===== config.mk =====
export PLATFORM = sky130hd
export DESIGN_NAME = calendar_rtc_with_alarm_unit
export DESIGN_NICKNAME = d
export VERILOG_FILES = /design/src/design/calr_pkg.sv /design/src/design/calr_cell.sv /design/src/design/calendar_rtc_with_alarm_unit.sv
export VERILOG_INCLUDE_DIRS = /design/src /design/src/design
export SDC_FILE = /design/constraint.sdc
export NUM_CORES = 1
export LEC_CHECK = 0
export BUFFER_PORTS_ARGS = -buffer_cell sky130_fd_sc_hd__buf_4
export CAP_MARGIN = 15
export CORE_MARGIN = 2
export CORE_UTILIZATION = 35
export DETAILED_ROUTE_END_ITERATION = 12
export PLACE_DENSITY = 0.51
export SKIP_CTS_REPAIR_TIMING = 1
export SLEW_MARGIN = 5
export SYNTH_ARGS = -nofsm -noshare
export SYNTH_HDL_FRONTEND = slang
export SYNTH_SLANG_ARGS = --single-unit

===== constraint.sdc =====
create_clock -name i_clk -period 13.32 [get_ports i_clk]
set_input_delay 1.998 -clock i_clk [delete_from_list [all_inputs] [get_ports i_clk]]
set_output_delay 1.998 -clock i_clk [all_outputs]
set_load 0.01 [all_outputs]

===== src/design/calendar_rtc_with_alarm_unit_assert.svh =====
// assertion macros for the calendar rtc with alarm
`ifndef CALENDAR_RTC_WITH_ALARM_UNIT_ASSERT_SVH
`define CALENDAR_RTC_WITH_ALARM_UNIT_ASSERT_SVH
`ifndef NO_ASSERTIONS
`define CALR_ASSERT_SAME(lbl, clk, rst_n, ante, cons) \
    lbl: assert property (@(posedge clk) disable iff (!(rst_n)) (ante) |-> (cons)) \
        else $error("calr same-cycle check failed");
`define CALR_ASSERT_NEXT(lbl, clk, rst_n, ante, cons) \
    lbl: assert property (@(posedge clk) disable iff (!(rst_n)) (ante) |=> (cons)) \
        else $error("calr next-cycle check failed");
`else
`define CALR_ASSERT_SAME(lbl, clk, rst_n, ante, cons)
`define CALR_ASSERT_NEXT(lbl, clk, rst_n, ante, cons)
`endif
`endif


===== src/design/calr_pkg.sv =====
// shared types, codes and calendar functions for the calendar rtc
package calr_pkg;

    localparam int YEAR_BITS = 12;
    localparam int CELL_W    = YEAR_BITS;
    localparam int N_CELLS   = 7;

    typedef logic [CELL_W-1:0] t_cell;

    // cell positions along the chain
    localparam int CELL_SEC   = 0;
    localparam int CELL_MIN   = 1;
    localparam int CELL_HOUR  = 2;
    localparam int CELL_DOW   = 3;
    localparam int CELL_DAY   = 4;
    localparam int CELL_MONTH = 5;
    localparam int CELL_YEAR  = 6;

    // event mask bit positions
    localparam int EV_SECOND = 0;
    localparam int EV_MINUTE = 1;
    localparam int EV_HOUR   = 2;
    localparam int EV_DAY    = 3;
    localparam int EV_MONTH  = 4;
    localparam int EV_YEAR   = 5;
    localparam int EV_ALARM  = 6;

    localparam logic [7:0] MASK_SIX   = 8'h3F;
    localparam logic [7:0] MASK_FIVE  = 8'h1F;
    localparam logic [7:0] MASK_FOUR  = 8'h0F;
    localparam logic [7:0] MASK_THREE = 8'h07;
    localparam logic [7:0] MASK_BYTE  = 8'hFF;

    localparam int SEC_LAST   = 59;
    localparam int MIN_LAST   = 59;
    localparam int HOUR_LAST  = 23;
    localparam int DOW_LAST   = 6;
    localparam int MONTH_LAST = 12;

    typedef enum logic [1:0] {
        CMD_TICK  = 2'd0,
        CMD_WRITE = 2'd1,
        CMD_READ  = 2'd2
    } t_cmd;

    typedef enum logic [2:0] {
        ADDR_SEC     = 3'd0,
        ADDR_MIN     = 3'd1,
        ADDR_HOUR    = 3'd2,
        ADDR_DOW     = 3'd3,
        ADDR_DAY     = 3'd4,
        ADDR_MONTH   = 3'd5,
        ADDR_YEAR_LO = 3'd6,
        ADDR_YEAR_HI = 3'd7
    } t_addr;

    typedef enum logic [1:0] {
        CFG_ALARM_HOUR   = 2'd0,
        CFG_ALARM_MIN    = 2'd1,
        CFG_ALARM_HOUR_EN = 2'd2,
        CFG_ALARM_MIN_EN = 2'd3
    } t_cfg_idx;

    typedef struct packed {
        logic inc;
        logic wr_en;
    } t_cell_ctrl;

    // gregorian leap rule; the mod 25 test folds the year using 1024 = -1 (mod 25)
    function automatic logic is_leap(t_cell y);
        logic [9:0]  lo;
        logic [5:0]  hi;
        logic [10:0] x;
        logic [21:0] prod;
        logic [6:0]  q;
        logic [10:0] back;
        logic        m25;
        lo   = 10'(y);
        hi   = 6'(y >> 10);
        x    = 11'(lo) + 11'd75 - 11'(hi);
        prod = 22'(x) * 22'd1311;
        q    = 7'(prod >> 15);
        back = 11'({q, 4'b0000}) + 11'({q, 3'b000}) + 11'(q);
        m25  = (back == x);
        return (y[1:0] == 2'b00) && (!m25 || (y[3:0] == 4'b0000));
    endfunction

    // days in a month, zero for a month code that means nothing
    function automatic logic [4:0] month_len(logic [3:0] m, t_cell y);
        logic [4:0] len;
        case (m)
            4'd1, 4'd3, 4'd5, 4'd7, 4'd8, 4'd10, 4'd12: len = 5'd31;
            4'd4, 4'd6, 4'd9, 4'd11:                    len = 5'd30;
            4'd2:    len = is_leap(y) ? 5'd29 : 5'd28;
            default: len = 5'd0;
        endcase
        return len;
    endfunction

endpackage


===== src/design/calr_cell.sv =====
// one counter cell of the calendar chain
module calr_cell (
    input  logic               i_clk,
    input  logic               i_rst_n,
    input  calr_pkg::t_cell_ctrl i_ctrl,
    input  calr_pkg::t_cell    i_wr_data,
    input  calr_pkg::t_cell    i_limit,
    input  calr_pkg::t_cell    i_first,
    output calr_pkg::t_cell    o_value,
    output calr_pkg::t_cell    o_next,
    output logic               o_carry
);
    import calr_pkg::*;

    t_cell r_value;
    t_cell n_value;
    logic  w_below;

    assign w_below = (r_value < i_limit);

    always_comb begin
        n_value = r_value;
        if (i_ctrl.wr_en) begin
            n_value = i_wr_data;
        end else if (i_ctrl.inc) begin
            n_value = w_below ? r_value + t_cell'(1) : i_first;
        end
    end

    always_ff @(posedge i_clk) begin
        if (!i_rst_n) begin
            r_value <= i_first;
        end else begin
            r_value <= n_value;
        end
    end

    assign o_value = r_value;
    assign o_next  = n_value;
    assign o_carry = i_ctrl.inc && !w_below;

endmodule


===== src/design/calendar_rtc_with_alarm_unit.sv =====
// top level of the calendar rtc with alarm: cell chain, alarm match, result register
//
//  channel   signals                                          direction
//  -------   -----------------------------------------------  ---------
//  in        i_valid / o_ready, i_cmd, i_reg_addr, i_write_data  into block
//  out       o_valid / i_ready, o_read_data, o_event_mask        out of block
//  config    i_cfg_we, i_cfg_index, i_cfg_data                   into block
//
//  one item per cycle unless stalled: a tick crosses every cell in the cycle it is taken
//  the result appears in the cycle after acceptance, held in the output register
//  a new item is taken whenever the output register is empty or being emptied
//  synchronous active-low reset: 00:00:00, weekday 0, day 1, month 1, year 0, alarm off
module calendar_rtc_with_alarm_unit (
    input  logic                  i_clk,
    input  logic                  i_rst_n,
    // item input
    input  logic                  i_valid,
    output logic                  o_ready,
    input  logic [1:0]            i_cmd,
    input  logic [2:0]            i_reg_addr,
    input  logic [7:0]            i_write_data,
    // result output
    output logic                  o_valid,
    input  logic                  i_ready,
    output logic [7:0]            o_read_data,
    output logic [6:0]            o_event_mask,
    // alarm configuration
    input  logic                  i_cfg_we,
    input  logic [1:0]            i_cfg_index,
    input  logic [5:0]            i_cfg_data
);
    import calr_pkg::*;

    `include "calendar_rtc_with_alarm_unit_assert.svh"

    // alarm registers
    logic [4:0] r_alarm_hour;
    logic [5:0] r_alarm_min;
    logic       r_alarm_hour_en;
    logic       r_alarm_min_en;

    // result register
    logic       r_out_valid;
    logic [7:0] r_read_data;
    logic [6:0] r_event_mask;
    logic [7:0] n_read_data;
    logic [6:0] n_event_mask;

    // chain wiring
    t_cell      c_value [N_CELLS];
    t_cell      c_next  [N_CELLS];
    logic       c_carry [N_CELLS];
    t_cell_ctrl c_ctrl  [N_CELLS];
    t_cell      c_limit [N_CELLS];
    t_cell      c_first [N_CELLS];
    t_cell      w_wr_data;

    logic       w_acc;
    logic       w_tick;
    logic       w_write;
    logic       w_read;
    logic       w_alarm;

    // take an item when the result slot is free or draining this cycle
    assign o_ready = !r_out_valid || i_ready;
    assign w_acc   = i_valid && o_ready;

    always_comb begin
        w_tick  = 1'b0;
        w_write = 1'b0;
        w_read  = 1'b0;
        case (t_cmd'(i_cmd))
            CMD_TICK:  w_tick  = w_acc;
            CMD_WRITE: w_write = w_acc;
            CMD_READ:  w_read  = w_acc;
            default:   ;
        endcase
    end

    // configuration writes
    always_ff @(posedge i_clk) begin
        if (!i_rst_n) begin
            r_alarm_hour    <= '0;
            r_alarm_min     <= '0;
            r_alarm_hour_en <= 1'b0;
            r_alarm_min_en  <= 1'b0;
        end else if (i_cfg_we) begin
            unique case (t_cfg_idx'(i_cfg_index))
                CFG_ALARM_HOUR:    r_alarm_hour    <= 5'(i_cfg_data);
                CFG_ALARM_MIN:     r_alarm_min     <= i_cfg_data;
                CFG_ALARM_HOUR_EN: r_alarm_hour_en <= i_cfg_data[0];
                CFG_ALARM_MIN_EN:  r_alarm_min_en  <= i_cfg_data[0];
                default:           ;
            endcase
        end
    end

    // limits and reload values per cell; the day limit follows the current month and year
    always_comb begin
        c_limit[CELL_SEC]   = t_cell'(SEC_LAST);
        c_limit[CELL_MIN]   = t_cell'(MIN_LAST);
        c_limit[CELL_HOUR]  = t_cell'(HOUR_LAST);
        c_limit[CELL_DOW]   = t_cell'(DOW_LAST);
        c_limit[CELL_DAY]   = t_cell'(month_len(4'(c_value[CELL_MONTH]), c_value[CELL_YEAR]));
        c_limit[CELL_MONTH] = t_cell'(MONTH_LAST);
        // year has no limit of its own: all ones reloads zero, i.e. it wraps
        c_limit[CELL_YEAR]  = '1;

        c_first[CELL_SEC]   = '0;
        c_first[CELL_MIN]   = '0;
        c_first[CELL_HOUR]  = '0;
        c_first[CELL_DOW]   = '0;
        c_first[CELL_DAY]   = t_cell'(1);
        c_first[CELL_MONTH] = t_cell'(1);
        c_first[CELL_YEAR]  = '0;
    end

    // carry path: tick enters seconds, each carry steps the neighbour;
    // day of week sits beside day of month on the hour carry
    always_comb begin
        c_ctrl[CELL_SEC].inc   = w_tick;
        c_ctrl[CELL_MIN].inc   = c_carry[CELL_SEC];
        c_ctrl[CELL_HOUR].inc  = c_carry[CELL_MIN];
        c_ctrl[CELL_DOW].inc   = c_carry[CELL_HOUR];
        c_ctrl[CELL_DAY].inc   = c_carry[CELL_HOUR];
        c_ctrl[CELL_MONTH].inc = c_carry[CELL_DAY];
        c_ctrl[CELL_YEAR].inc  = c_carry[CELL_MONTH];

        for (int k = 0; k < N_CELLS; k++) begin
            c_ctrl[k].wr_en = 1'b0;
        end
        w_wr_data = '0;
        unique case (t_addr'(i_reg_addr))
            ADDR_SEC: begin
                c_ctrl[CELL_SEC].wr_en = w_write;
                w_wr_data = t_cell'(i_write_data & MASK_SIX);
            end
            ADDR_MIN: begin
                c_ctrl[CELL_MIN].wr_en = w_write;
                w_wr_data = t_cell'(i_write_data & MASK_SIX);
            end
            ADDR_HOUR: begin
                c_ctrl[CELL_HOUR].wr_en = w_write;
                w_wr_data = t_cell'(i_write_data & MASK_FIVE);
            end
            ADDR_DOW: begin
                c_ctrl[CELL_DOW].wr_en = w_write;
                w_wr_data = t_cell'(i_write_data & MASK_THREE);
            end
            ADDR_DAY: begin
                c_ctrl[CELL_DAY].wr_en = w_write;
                w_wr_data = t_cell'(i_write_data & MASK_FIVE);
            end
            ADDR_MONTH: begin
                c_ctrl[CELL_MONTH].wr_en = w_write;
                w_wr_data = t_cell'(i_write_data & MASK_FOUR);
            end
            ADDR_YEAR_LO: begin
                c_ctrl[CELL_YEAR].wr_en = w_write;
                w_wr_data = (c_value[CELL_YEAR] & ~t_cell'(MASK_BYTE))
                          | t_cell'(i_write_data);
            end
            ADDR_YEAR_HI: begin
                // upper year bits only; nothing lands if the year is a single byte
                c_ctrl[CELL_YEAR].wr_en = w_write;
                w_wr_data = (c_value[CELL_YEAR] & t_cell'(MASK_BYTE))
                          | (t_cell'(i_write_data) << 8);
            end
            default: ;
        endcase
    end

    for (genvar g = 0; g < N_CELLS; g++) begin : g_cell
        calr_cell u_cell (
            .i_clk     (i_clk),
            .i_rst_n   (i_rst_n),
            .i_ctrl    (c_ctrl[g]),
            .i_wr_data (w_wr_data),
            .i_limit   (c_limit[g]),
            .i_first   (c_first[g]),
            .o_value   (c_value[g]),
            .o_next    (c_next[g]),
            .o_carry   (c_carry[g])
        );
    end

    // alarm: on a minute rollover, enabled fields against the updated time
    assign w_alarm = c_carry[CELL_SEC] && (r_alarm_hour_en || r_alarm_min_en)
                   && (!r_alarm_hour_en || (c_next[CELL_HOUR] == t_cell'(r_alarm_hour)))
                   && (!r_alarm_min_en  || (c_next[CELL_MIN]  == t_cell'(r_alarm_min)));

    always_comb begin
        n_event_mask = '0;
        n_event_mask[EV_SECOND] = w_tick;
        n_event_mask[EV_MINUTE] = c_carry[CELL_SEC];
        n_event_mask[EV_HOUR]   = c_carry[CELL_MIN];
        n_event_mask[EV_DAY]    = c_carry[CELL_HOUR];
        n_event_mask[EV_MONTH]  = c_carry[CELL_DAY];
        n_event_mask[EV_YEAR]   = c_carry[CELL_MONTH];
        n_event_mask[EV_ALARM]  = w_alarm;
    end

    // read mux
    always_comb begin
        n_read_data = '0;
        if (w_read) begin
            unique case (t_addr'(i_reg_addr))
                ADDR_SEC:     n_read_data = 8'(c_value[CELL_SEC]);
                ADDR_MIN:     n_read_data = 8'(c_value[CELL_MIN]);
                ADDR_HOUR:    n_read_data = 8'(c_value[CELL_HOUR]);
                ADDR_DOW:     n_read_data = 8'(c_value[CELL_DOW]);
                ADDR_DAY:     n_read_data = 8'(c_value[CELL_DAY]);
                ADDR_MONTH:   n_read_data = 8'(c_value[CELL_MONTH]);
                ADDR_YEAR_LO: n_read_data = 8'(c_value[CELL_YEAR]);
                ADDR_YEAR_HI: n_read_data = 8'(c_value[CELL_YEAR] >> 8);
                default:      n_read_data = '0;
            endcase
        end
    end

    // result register
    always_ff @(posedge i_clk) begin
        if (!i_rst_n) begin
            r_out_valid <= 1'b0;
        end else if (w_acc) begin
            r_out_valid <= 1'b1;
        end else if (i_ready) begin
            r_out_valid <= 1'b0;
        end
    end

    always_ff @(posedge i_clk) begin
        if (w_acc) begin
            r_read_data  <= n_read_data;
            r_event_mask <= n_event_mask;
        end
    end

    assign o_valid      = r_out_valid;
    assign o_read_data  = r_read_data;
    assign o_event_mask = r_event_mask;

    // checks
    `CALR_ASSERT_NEXT(a_acc_gives_item, i_clk, i_rst_n, w_acc, o_valid)
    `CALR_ASSERT_NEXT(a_sec_wraps, i_clk, i_rst_n, c_carry[CELL_SEC], c_value[CELL_SEC] == '0)
    `CALR_ASSERT_SAME(a_read_or_event, i_clk, i_rst_n, o_valid,
        (o_read_data == '0) || (o_event_mask == '0))
    `CALR_ASSERT_SAME(a_carry_ordered, i_clk, i_rst_n, o_valid,
        (!o_event_mask[EV_MINUTE] || o_event_mask[EV_SECOND])
        && (!o_event_mask[EV_HOUR] || o_event_mask[EV_MINUTE])
        && (!o_event_mask[EV_DAY] || o_event_mask[EV_HOUR])
        && (!o_event_mask[EV_MONTH] || o_event_mask[EV_DAY])
        && (!o_event_mask[EV_YEAR] || o_event_mask[EV_MONTH])
        && (!o_event_mask[EV_ALARM] || o_event_mask[EV_MINUTE]))

endmodule

### Yosys cells after proc, flatten, opt, wreduce, memory -nomap -nowiden

Index checks and enable logic that the tools add are counted.

| word-level totals | value |
|---|---|
| input port bits | 26 |
| word-level logic and storage cells | 143 |
| output and inout port bits | 17 |
| bits in registers | 113 |

| operators by class | value |
|---|---|
| multipliers | 1 |
| equal/unequal tests | 27 |
| bitwise gates (word level) | 2 |
| add/subtract/negate cells | 11 |
| $lt $le $gt $ge | 7 |
| mux-type cells | 37 |
| reduce and logical (&&, ||, !) cells | 44 |

Operator list:

| kind | number |
|---|---|
| 2-to-1 mux 12 bit | 21 |
| adder 12 x 1 -> 12 bit (second input constant) | 7 |
| one-hot mux 12 bit (6 select lines) | 1 |
| one-hot mux 8 bit (8 select lines) | 1 |
| less-than comparator 12 x 6 -> 1 bit (second input constant) | 2 |
| multiplier 11 x 11 -> 22 bit (second input constant) | 1 |
| equality test 4 bit (second input constant) | 5 |
| equality test 4 x 3 -> 1 bit (second input constant) | 4 |
| one-hot mux 5 bit (3 select lines) | 1 |
| 2-to-1 mux 1 bit | 13 |
| equality test 12 x 5 -> 1 bit | 1 |
| equality test 12 x 6 -> 1 bit | 1 |
| equality test 3 bit (second input constant) | 4 |
| less-than comparator 12 bit (second input constant) | 1 |
| less-than comparator 12 x 3 -> 1 bit (second input constant) | 1 |
| less-than comparator 12 x 4 -> 1 bit (second input constant) | 1 |
| less-than comparator 12 x 5 -> 1 bit | 1 |
| less-than comparator 12 x 5 -> 1 bit (second input constant) | 1 |
| bitwise OR 12 x 8 -> 12 bit | 1 |
| bitwise OR 8 x 12 -> 12 bit | 1 |
| nonzero test 2 bit | 6 |
| adder 10 x 7 -> 11 bit (second input constant) | 1 |
| adder 11 x 10 -> 11 bit | 1 |
| adder 11 x 7 -> 11 bit | 1 |
| other kinds (18) | 51 |

### Logic depth before layout (Yosys ltp)

| depth | value |
|---|---|
| word-level depth | 17 |
| gate-level depth with buffers | 43 |
| mapped depth without buffers | 42 |

### Cells and area by module

From an unflattened synthesis, not the netlist that was laid out.

| second synthesis, totals | value |
|---|---|
| cell total of the unflattened synthesis | 1990 |
| area total of the unflattened synthesis | 15666.3 um2 |

By module, submodules not included:

| module | area an instance (um2) | seq. area each (um2) | cells an instance | instances |
|---|---|---|---|---|
| calr_cell (g_cell[0].u_cell ...) | 1446.4 | 240.2 | 194 | 4 |
| calendar_rtc_with_alarm_unit | 5490.3 | 730.7 | 610 | 1 |
| calr_cell (g_cell[5].u_cell ...) | 1512.7 | 240.2 | 206 | 2 |
| calr_cell (g_cell[4].u_cell) | 1365.1 | 240.2 | 192 | 1 |

### Worst setup path after synthesis

OpenSTA, ideal clock, no wires.

| path | value |
|---|---|
| path type | register -> register |
| start | register g_cell[6].u_cell.r_value[11] |
| end | register g_cell[5].u_cell.r_value[0] |
| data required time | 13204 ps |
| slack | 3134 ps |
| setup time | 116 ps |
| period minus slack after synthesis | 10186 ps |
| data arrival time | 10070 ps |
| cell stages (with the launch flop) | 43 |
| path buffers | 1 |
| cells stage by stage | dfxtp_1 > inv_1 > ha_1 > ha_1 > fa_1 > or4b_4 > a31oi_4 > xnor2_1 > xor2_1 > ha_1 > a21o_1 > ha_1 > inv_1 > fa_1 > inv_1 > fa_1 > inv_1 > fa_1 > [7 not listed] > o21a_1 > o21a_1 > nor2_1 > xnor2_1 > inv_1 > fa_1 > fa_1 > nand2b_1 > a211o_1 > a311o_1 > a21boi_0 > or3b_1 > nor4_2 > a211oi_1 > nand2b_1 > buf_6 > or3_1 > a31o_1 |

| on the way | value |
|---|---|
| word-level cells in the longest chain between the ends | 14 |

Ends and longest elaborated chain:

| element | line | text |
|---|---|---|
| start: declaration | calr_cell.sv:15 | `t_cell r_value;` |
| start signal: assignment | calr_cell.sv:32 | `r_value <= i_first;` |
| start signal: assignment | calr_cell.sv:34 | `r_value <= n_value;` |
| subtractor 11 x 2 -> 11 bit (*) | calr_pkg.sv:80 | `x = 11'(lo) + 11'd75 - 11'(hi);` |
| multiplier 11 x 11 -> 22 bit | calr_pkg.sv:81 | `prod = 22'(x) * 22'd1311;` |
| adder 11 x 10 -> 11 bit | calr_pkg.sv:83 | `back = 11'({q, 4'b0000}) + 11'({q, 3'b000}) + 11'(q);` |
| adder 11 x 7 -> 11 bit | calr_pkg.sv:83 |  |
| equality test 11 bit (*) | calr_pkg.sv:84 | `m25 = (back == x);` |
| zero test 1 bit (*) | calr_pkg.sv:85 | `return (y[1:0] == 2'b00) && (!m25 \|\| (y[3:0] == 4'b0000));` |
| logical OR 1 bit (*) | calr_pkg.sv:85 |  |
| logical AND 1 bit (*) | calr_pkg.sv:85 |  |
| 2-to-1 mux 1 bit (*) | calr_pkg.sv:94 | `4'd2: len = is_leap(y) ? 5'd29 : 5'd28;` |
| one-hot mux 5 bit (3 select lines) (*) | calr_pkg.sv:91 | `case (m)` |
| less-than comparator 12 x 5 -> 1 bit (*) | calr_cell.sv:19 | `assign w_below = (r_value < i_limit);` |
| zero test 1 bit (*) | calr_cell.sv:40 | `assign o_carry = i_ctrl.inc && !w_below;` |
| logical AND 1 bit (*) | calr_cell.sv:40 |  |
| nonzero test 2 bit (no source line) (*) | n/a |  |
| end signal: assignment | calr_cell.sv:32 |  |
| end signal: assignment | calr_cell.sv:34 |  |
| end: declaration | calr_cell.sv:15 |  |

Mark *: on every way between the ends. The rest lies on a longest branch, timed or not.
A chain may end at the register's enable or synchronous reset.

### Final worst setup path

| path | value |
|---|---|
| start | register g_cell[6].u_cell.r_value[1] |
| end | register g_cell[5].u_cell.r_value[0] |

| on the way | value |
|---|---|
| word-level cells in the longest chain between the ends | 15 |
| elaborated cells between the ends (all ways) | 17 |
| classes of those cells | add/sub: 4; mul: 1; order compare: 1; eq/ne: 1; mux: 2; reduce/logical: 8 |

Ends and longest elaborated chain:

| element | line |
|---|---|
| adder 10 x 7 -> 11 bit | calr_pkg.sv:80 |
| subtractor 11 x 2 -> 11 bit | calr_pkg.sv:80 |
| multiplier 11 x 11 -> 22 bit | calr_pkg.sv:81 |
| adder 11 x 10 -> 11 bit | calr_pkg.sv:83 |
| adder 11 x 7 -> 11 bit | calr_pkg.sv:83 |
| equality test 11 bit | calr_pkg.sv:84 |
| zero test 1 bit | calr_pkg.sv:85 |
| logical OR 1 bit | calr_pkg.sv:85 |
| logical AND 1 bit (*) | calr_pkg.sv:85 |
| 2-to-1 mux 1 bit (*) | calr_pkg.sv:94 |
| one-hot mux 5 bit (3 select lines) (*) | calr_pkg.sv:91 |
| less-than comparator 12 x 5 -> 1 bit (*) | calr_cell.sv:19 |
| zero test 1 bit (*) | calr_cell.sv:40 |
| logical AND 1 bit (*) | calr_cell.sv:40 |
| nonzero test 2 bit (no source line) (*) | n/a |

Marks and branches as above.

==> results.md <==
* Clock power share at 0.349
* DP HPWL at a little under 20 mm
* Worst R2R Start: g_cell[6].u_cell.o_value[1]$_SDFFE_PN0P_
* Ys flop type: dfxtp_1
* Setup tns final at 0 ps
* Area of the multi-input gates at 6570 um^2
* Maximum clock frequency at ~91 MHz
* Vias in the first global route at approximately 7600
* Worst setup endpoint: g_cell[5].u_cell.o_value[0]$_SDFFE_PN1P_
* Crit path required time at 13630 ps
* Final clock skew at about 4.6 ps
* CP Depth at 41
* Leakage at slightly below 0.005 uW
* Largest net degree at the start of global routing at 69
* # Max-Cap Violations at 0
* Synth top area share at 0.204
* Final setup violation count at 0
* Fillers at 2768
* Power density cells at roughly 120 nW/um^2
* Post-synthesis simple-gate area fraction at 0.196
* #FFs+latches synth at approximately 110
* Post-Synth XOR/XNOR Area at 0.0579
* Diode count at 0
* Post-Layout Cell Count at between 1500 and 2000
* Clk sink count at ~110
* Slew HR at 0.255
* Routed via count at 8018
* Reg area at between 2000 and 2500 um^2
* DRT Wirelength at around 25 mm
* Root buffer cell: clkbuf_16
* Sw Pwr at about 440 uW
* H-Tree Depth at 4
* Gpl congestion at 0.846
* I/O pin count at between 40 and 50
* Global-route wire length before repair at 41.5 mm
* Reg2reg setup slack at 2300 ps
* Fin crit period at between 10000 and 15000 ps
* Most numerous cell in the Yosys netlist: ha_1
* Slew Limit Fails at 0
* CP delay by family, top: adder cells
* Hold WC Path Type: reg2reg
* CTS buffer count at 17
* Worst Setup SP: g_cell[6].u_cell.o_value[1]$_SDFFE_PN0P_
* Drt drc at 0
* Wire length per cell at 16.9 um
* Post-Synth Adder-Cell Area at 0.232
* Slew @ Worst Pin at ~1100 ps
* Peak VDD IR at around 0.05 mV
* Final cycle utilization of the critical path at 0.827
* RSZ-0062 raised after global routing: no
* Die Span X at approximately 170 um
* Switch share at 0.347
* Combinational family with the most area after synthesis: adder cells
* Post-synth EDFFs at 15
* Final hold vios at 0
* Router iterations before antenna repair at 5
* Ys async rst share at 0
* Most used cell, CP: fa_1
* IO Port Bufs at 42
* Initial antenna violation count at 0
* Layout cells sized above 1 at 0.0848
* Synth warn at 0
* Drt initial violations at ~780
* Reg-to-reg endpoint: g_cell[5].u_cell.o_value[0]$_SDFFE_PN1P_
* Slowest CP cell: or4b_4
* Synthesized cell area at roughly 9600 um^2
* Status: finished, final reports clean
* Initial Util at 0.356
* Internal power at 834 uW
* Worst-skew pair later-pin latency at approximately 420 ps
* Cell Rows at 60
* Post-synthesis cell type count at slightly above 80
* Worst-path clk slew at 50 ps
* Final #Nets at roughly 1300
* GR Overflow Total at 0
* Cells after Synth at approximately 1100
* Compound-Gate Fraction of Synth Area at 0.162
* Buf/Inv on CP at 6
* Avg Cell Area, Syn at around 8.6 um^2
* Clock buffer depth at 2
* CP Class: reg2reg
* Placed cells at approximately 1500
* Synthesized Nets at 1300
* Die area at 28800 um^2
* R2r worst-path depth at just over 40
* Seq/Total Area, Yosys at 0.251
* Flop pwr share at 0.280
* CP Launch Type: flip-flop
* Die height at between 150 and 200 um
* P&R area growth vs syn at 12.8%
* Worst Path Max Fanout at 10
* Mux share of post-synthesis cell area at 0.0369
* Post-synth top cells: ha_1, inv_1, nor2_1, dfxtp_1, nand2_1
* GRT Total Usage at 0.184
* Origin of the worst min-delay path: g_cell[5].u_cell.o_value[10]$_SDFFE_PN0P_
* Combinational fraction of design power at 0.372
* Critical path data arrival time at ~11000 ps
* Synth area leaders: dfxtp_1, ha_1, fa_1
* Vias per cell at 5.32
* Synth area leader: dfxtp_1
* CP endpoint kind: flip-flop
* Core Region at 27000 um^2
* CTS tree: yes
* ANT nets after route at 0
* Max incr delay on CP at 540 ps
## cell type report
cell class,instances,area share
Clock buffer,21,0.0425
Clock inverter,11,0.0104
Inverter,119,0.0415
Multi-Input combinational cell,851,0.607
Sequential cell,113,0.223
Tap cell,341,0.0394
Timing Repair Buffer,52,0.0361
## per-stage QoR
step	util	power, uW	hold slack (ps)	cell area, um^2	setup WS [ps]
after detailed placement	0.380	840	446	10300	2330
final	0.402	1280	463	10800	2300
after CTS	0.402	1290	465	10800	2290
after global placement	0.380	841	444	10300	2600
after floorplan	-	717	431	9600	3130
after global routing	0.402	1370	481	10800	1620
## per-layer routing
metal	part of all wire	track usage	vias up
li1	-	-	4017
met4	0.0093	0.0364	0
met1	0.52	0.282	3807
met5	0	0	-
met3	0.048	0.0280	21
met2	0.43	0.272	173
## cell usage in the layout (no fill, tap or decap), types with 8 or more instances in the layout
cell type  instances
a21oi_1           54
nand2b_1          10
a211oi_1          11
a31oi_1           15
fa_1              34
and2_1            22
buf_4             52
mux2i_1           32
nand3_1           29
nor2b_1           39
ha_1             123
inv_1            117
nor3_1            26
a41oi_1            9
dfxtp_1           98
edfxtp_1          15
clkbuf_16         17
nand4_1           12
xor2_1            22
nand2_1           66
a22oi_1            8
nor2_1           109
xnor2_1           36
and3_1            19
o211ai_1          11
o21ai_0           47
## sequential cells by signal, summed over array words and instances, names as in the netlist
signal	count
g_cell.u_cell.o_value	84
o_read_data	8
o_event_mask	7
r_alarm_min	6
r_alarm_hour	5
o_valid	1
r_alarm_hour_en	1
r_alarm_min_en	1
## power by group through the flow
stage	registers [uW]	logic, uW	clock network [uW]
5_1_grt	357	549	468
4_1_cts	357	480	452
3_3_place_gp	364	477	0
3_5_place_dp	364	476	0
2_1_floorplan	363	354	0
6_report	357	474	445
## kinds of logic (layout without fill, tap and decap cells)
kind of cell | after synthesis | after routing
adder cells (fa/ha/maj) | 158 | 158
XOR/XNOR | 60 | 60
AND/OR/NAND/NOR | 371 | 371
buffers and inverters | 153 | 203
multiplexers | 34 | 34
flip-flops | 113 | 113
AO/OA/AOI/OAI | 228 | 228
## how the worst min path moves through the flow
| stage | endpoint | slack [ps] | cells after the start |
|---|---|---|---|
| 4_1_cts | g_cell[5].u_cell.o_value[8]$_SDFFE_PN0P_ | 460 | 1 |
| 3_5_place_dp | g_cell[5].u_cell.o_value[10]$_SDFFE_PN0P_ | 450 | 1 |
| 2_1_floorplan | g_cell[5].u_cell.o_value[10]$_SDFFE_PN0P_ | 430 | 1 |
| 6_report | g_cell[5].u_cell.o_value[10]$_SDFFE_PN0P_ | 460 | 1 |
| 3_3_place_gp | g_cell[5].u_cell.o_value[11]$_SDFFE_PN0P_ | 440 | 1 |
| 5_1_grt | g_cell[5].u_cell.o_value[10]$_SDFFE_PN0P_ | 480 | 1 |
(Power assumes the default switching activity.)
